`src/hdl/chv_pkg.sv`:
```
// shared types and constants for the convex hull vertex counter
// no dependencies
package chv_pkg;

    localparam int HULL_COUNT_BITS = 11;

    // result of one call of the shared turn unit
    typedef struct packed {
        logic pos;       // a -> b -> c turns counter-clockwise
        logic zero;      // a, b, c collinear
        logic b_nearer;  // |b - a| < |c - a| in manhattan distance
        logic b_at_a;    // b coincides with a
        logic c_at_a;    // c coincides with a
    } chv_turn_res_t;

endpackage

```
`src/hdl/chv_turn_unit.sv`:
```
// shared turn unit: sign of the cross product of (b - a) and (c - a), plus
// manhattan distances of b and c from a; one multiplier
// depends on chv_pkg
module chv_turn_unit
    import chv_pkg::*;
#(
    parameter int COORD_BITS = 21
) (
    input  logic                         clk,
    input  logic                         rst_n,
    input  logic                         start,
    input  logic signed [COORD_BITS-1:0] ax,
    input  logic signed [COORD_BITS-1:0] ay,
    input  logic signed [COORD_BITS-1:0] bx,
    input  logic signed [COORD_BITS-1:0] by,
    input  logic signed [COORD_BITS-1:0] cx,
    input  logic signed [COORD_BITS-1:0] cy,
    output logic                         done,
    output chv_turn_res_t                res
);

    localparam int DW = COORD_BITS + 1;
    localparam int PW = 2 * DW;
    localparam int SW = DW + 1;

    typedef enum logic [1:0] {U_IDLE, U_MUL1, U_MUL2, U_CMP} ustate_t;

    ustate_t               step_reg;
    logic                  done_reg;
    chv_turn_res_t         res_reg;
    logic signed [DW-1:0]  dbx_reg, dby_reg, dcx_reg, dcy_reg;
    logic signed [PW-1:0]  prod1_reg, prod2_reg;
    logic [SW-1:0]         dist_b_reg, dist_c_reg;
    logic signed [DW-1:0]  mul_a, mul_b;
    logic signed [PW-1:0]  mul_p;

    function automatic logic [SW-1:0] abs_ext(input logic signed [DW-1:0] v);
        logic [DW-1:0] m;
        begin
            m = v[DW-1] ? DW'(-v) : DW'(v);
            return {1'b0, m};
        end
    endfunction

    assign mul_a = (step_reg == U_MUL1) ? dbx_reg : dby_reg;
    assign mul_b = (step_reg == U_MUL1) ? dcy_reg : dcx_reg;
    assign mul_p = mul_a * mul_b;

    always_ff @(posedge clk or negedge rst_n)
    begin
        if (!rst_n)
        begin
            step_reg <= U_IDLE;
            done_reg <= 1'b0;
        end
        else
        begin
            done_reg <= (step_reg == U_CMP);
            unique case (step_reg)
                U_IDLE: if (start) step_reg <= U_MUL1;
                U_MUL1: step_reg <= U_MUL2;
                U_MUL2: step_reg <= U_CMP;
                U_CMP: step_reg <= U_IDLE;
                default: step_reg <= U_IDLE;
            endcase
        end
    end

    always_ff @(posedge clk)
    begin
        if (step_reg == U_IDLE && start)
        begin
            dbx_reg <= $signed({bx[COORD_BITS-1], bx}) - $signed({ax[COORD_BITS-1], ax});
            dby_reg <= $signed({by[COORD_BITS-1], by}) - $signed({ay[COORD_BITS-1], ay});
            dcx_reg <= $signed({cx[COORD_BITS-1], cx}) - $signed({ax[COORD_BITS-1], ax});
            dcy_reg <= $signed({cy[COORD_BITS-1], cy}) - $signed({ay[COORD_BITS-1], ay});
        end
        if (step_reg == U_MUL1)
        begin
            prod1_reg  <= mul_p;
            dist_b_reg <= abs_ext(dbx_reg) + abs_ext(dby_reg);
            dist_c_reg <= abs_ext(dcx_reg) + abs_ext(dcy_reg);
        end
        if (step_reg == U_MUL2)
            prod2_reg <= mul_p;
        if (step_reg == U_CMP)
        begin
            res_reg.pos      <= prod1_reg > prod2_reg;
            res_reg.zero     <= prod1_reg == prod2_reg;
            res_reg.b_nearer <= dist_b_reg < dist_c_reg;
            res_reg.b_at_a   <= dist_b_reg == '0;
            res_reg.c_at_a   <= dist_c_reg == '0;
        end
    end

    assign done = done_reg;
    assign res  = res_reg;

endmodule

```
`config.mk`:
```
export PLATFORM = sky130hd
export DESIGN_NAME = chv_turn_unit
export DESIGN_NICKNAME = d
export VERILOG_FILES = /design/src/hdl/chv_pkg.sv /design/src/hdl/chv_turn_unit.sv
export SDC_FILE = /design/constraint.sdc
export NUM_CORES = 2
export LEC_CHECK = 0
export BUFFER_PORTS_ARGS = -buffer_cell sky130_fd_sc_hd__buf_4
export CORE_UTILIZATION = 60
export CTS_BUF_LIST = sky130_fd_sc_hd__clkbuf_8
export DETAILED_ROUTE_END_ITERATION = 12
export GPL_ROUTABILITY_DRIVEN = 0
export PLACE_DENSITY = 0.81
export SKIP_LAST_GASP = 1
export SLEW_MARGIN = 10
export SYNTH_ARGS = -nofsm -noshare
export SYNTH_HDL_FRONTEND = slang
export SYNTH_SLANG_ARGS = --single-unit
```
`constraint.sdc`:
```
create_clock -name clk -period 9.75 [get_ports clk]
set_input_delay 2.925 -clock clk [delete_from_list [all_inputs] [get_ports clk]]
set_output_delay 2.925 -clock clk [all_outputs]
set_load 0.005 [all_outputs]
```
==> flow_metrics.py <==
metrics = {
    "worst_setup_path": {
        "worstPathRequired_ns": 10.16,
        "cp-start-kind": "flop",
        "cpPeakStageDelay_ns": 0.82,
        "crit_type": "reg2reg",
        "reg2reg_to": "prod2_reg[43]",
        "crit_top_cell": "fa_1",
        "critPathSlowestCell": "fa_1",
        "rr_startpoint": "step_reg[1]",
        "cp-end-kind": "flop",
        "crit_path_max_fanout": 41,
        "worstPathArrival_ns": 9.31,
        "r2r_slack_ns": 0.86,
        "r2r_cells": 27,
    },
    "sta": {
        "fin_crit_sh_pct": 91.2,
        "finalSetupTns_ns": 0,
        "slew_headroom_pct": 20.2,
        "fin_worst_skew_ns": 0.0589,
        "finalCriticalPeriod_ns": 8.89,
        "slew_violations": 0,
        "worst_pin_slew_ns": 1.19,
        "hold_violations": 0,
        "setup-violations-final": 0,
        "rsz0062_at_grt": "false",
        "max_freq_mhz": 112,
    },
    "finish": {
        "drive_above_1_share_pct": 8.09,
        "layout_common_cells": "inv_1, fa_1, nand2_1, ha_1, nor2_1",
        "area_growth_pct": 8.42,
        "n_fill_cell": 4382,
        "design_area_um2": 37000,
        "ff_latch_area_um2": 6890,
        "final_cells": 4489,
        "nNetsFinal": 4679,
        "layout_commonest_cell": "inv_1",
        "multi_input_area_um2": 24300,
    },
    "placement": {
        "port_buffers": 134,
        "dpl.cell_count": 4417,
        "dp_hpwl_mm": 72.1,
        "place_area_um2": 36100,
    },
    "die": {
        "fp.dieW_um": 240,
        "die_h_um": 240,
        "die_area_um2": 57800,
        "core_area_um2": 56300,
        "initial_utilization_pct": 60.6,
        "num_rows": 87,
        "pin_count": 135,
    },
    "grt": {
        "grt.overflow.total": 0,
        "use_met1_pct": 39.2,
        "grt_max_degree": 68,
        "gr-usage-all-layers_pct": 31.7,
        "grt_pass1_wl_mm": 140,
        "grtUsageMet2_pct": 51.3,
        "grt_pass1_vias": 27100,
        "antenna_found_initial": 0,
        "grt.met3_usage_pct": 8.12,
        "top_usage_layer": "met2",
    },
    "hold_path": {
        "hold_class": "reg2reg",
        "min_path_cells": 1,
        "min_to": "step_reg[1]",
        "min_from": "step_reg[1]",
    },
    "clocking": {
        "ctsResizeCount": 0,
        "h-tree-depth": 2,
        "post_cts_buffers": 0,
        "max-clock-path-buffers": 3,
        "clk_pin_slew_worst_paths_ns": 0.08,
        "cts_tree": "done",
        "clock-sinks": 230,
        "cts_root_buf": "clkbuf_8",
        "clk_latency_ns": 0.68,
        "hold_buffers": 0,
        "numCtsBuffers": 41,
    },
    "yosys": {
        "ys_seq_area_share_pct": 20.2,
        "synth_edf_count": 227,
        "synth_top_family_by_area": "adder cells",
        "synthSimpleGateAreaFrac_pct": 11.9,
        "synthMuxAreaShare_pct": 2.50,
        "yosys_register_bits": 230,
        "synth_compound_area_share_pct": 8.77,
        "synthXorXnorAreaFrac_pct": 5.75,
        "synthArstFlopShare_pct": 1.30,
        "synth_fa_ha_area_share_pct": 42.2,
        "synth_fp_nets": 4530,
        "syn_inst": 3555,
        "synth_cell_types": 67,
        "synth_area_um2": 34100,
        "avgSynthCellArea_um2": 9.60,
        "yosysWarnings": 0,
        "synth_ff_type": "edfxtp_1",
    },
    "flow_run": {
        "cap_viol_max_count": 0,
    },
    "drt": {
        "vias": 26100,
        "route.detailed.drc": 0,
        "wl_mm": 87.0,
        "avgViaCountPerCell": 5.80,
        "drt_iter0_drc": 2281,
        "first_pass_iters": 8,
        "wl_per_cell_um": 19.4,
        "antenna_left": 0,
    },
    "run_status": {
        "status": "complete, no violations",
    },
}
-- worst max path at each step --
stage / to / start / depth (start not counted)
final: prod2_reg[43] / step_reg[1] / 27
after global routing: prod2_reg[43] / step_reg[1] / 27
after CTS: prod2_reg[43] / step_reg[1] / 27
after detailed placement: prod1_reg[43] / step_reg[1] / 27
after global placement: prod1_reg[43] / step_reg[1] / 27
after floorplan: prod1_reg[33] / step_reg[1] / 29
-- Yosys cell counts (all sizes together), types with 7 or more instances --
cell type	n	share of area, %
a211oi	17	0.37
a21boi	10	0.22
a21o	66	1.5
a21oi	122	1.8
a31oi	13	0.28
and2	10	0.18
and3	9	0.17
buf	10	0.11
clkbuf	62	0.68
edfxtp	227	20
fa	507	30
ha	339	12
inv	719	7.9
mux2	41	1.4
mux2i	39	1.1
nand2	363	4.0
nand2b	32	0.59
nand3	25	0.37
nand3b	8	0.18
nand4	20	0.37
nor2	309	3.4
nor2b	23	0.42
nor3	53	0.78
nor4	18	0.33
o211ai	7	0.15
o21a	24	0.53
o21ai	105	1.5
o21bai	19	0.42
o31ai	29	0.65
o41ai	14	0.43
or2	13	0.24
or3	20	0.37
or4	11	0.25
xnor2	186	4.8
xor2	38	0.98
-- metrics by stage --
step           hold slack (ns)  setup WS (ns)  utilization (%)
3_3_place_gp             0.552           1.09             64.2
6_report                 0.589          0.858             65.7
4_1_cts                  0.591          0.958             65.7
2_1_floorplan            0.533          0.256                -
5_1_grt                  0.630          0.424             65.7
3_5_place_dp             0.577          0.943             64.2
-- critical path: cells and delay by family, from the launching register on --
kind | cells | cell delay (ns)
and+or+nand+nor | 3 | 0.44
xor gates and xnor gates | 1 | 0.14
muxes | 1 | 0.23
adders and majority gates | 9 | 4.87
DFF | 1 | 0.41
buffers and inverters | 7 | 1.38
AOI/OAI and AO/OA | 6 | 1.14
-- kinds of logic after synthesis --
logic type | Yosys count
simple gates | 924
fa+ha+maj | 846
buf+inv | 791
compound gates | 460
flops | 230
xor+xnor | 224
mux | 80
-- layer usage --
metal / share of wire, % / vias up
met2: 46 / 1356
met1: 38 / 12600
met4: 6.1 / 0
met3: 11 / 354
met5: 0 / -
li1: - / 11800
-- area by class of cell --
type	count	area share (%)
antenna	1	0.00677
clock buffer	41	1.53
clock inverter	30	0.738
inverter	719	7.30
multi-input combinational	2534	65.6
sequential	230	18.6
tap	756	2.56
timing repair buffer	178	3.61
Power is left out: the tool's default activity adds up to more than one toggle a clock period on the data nets, which glitch-free logic cannot reach.
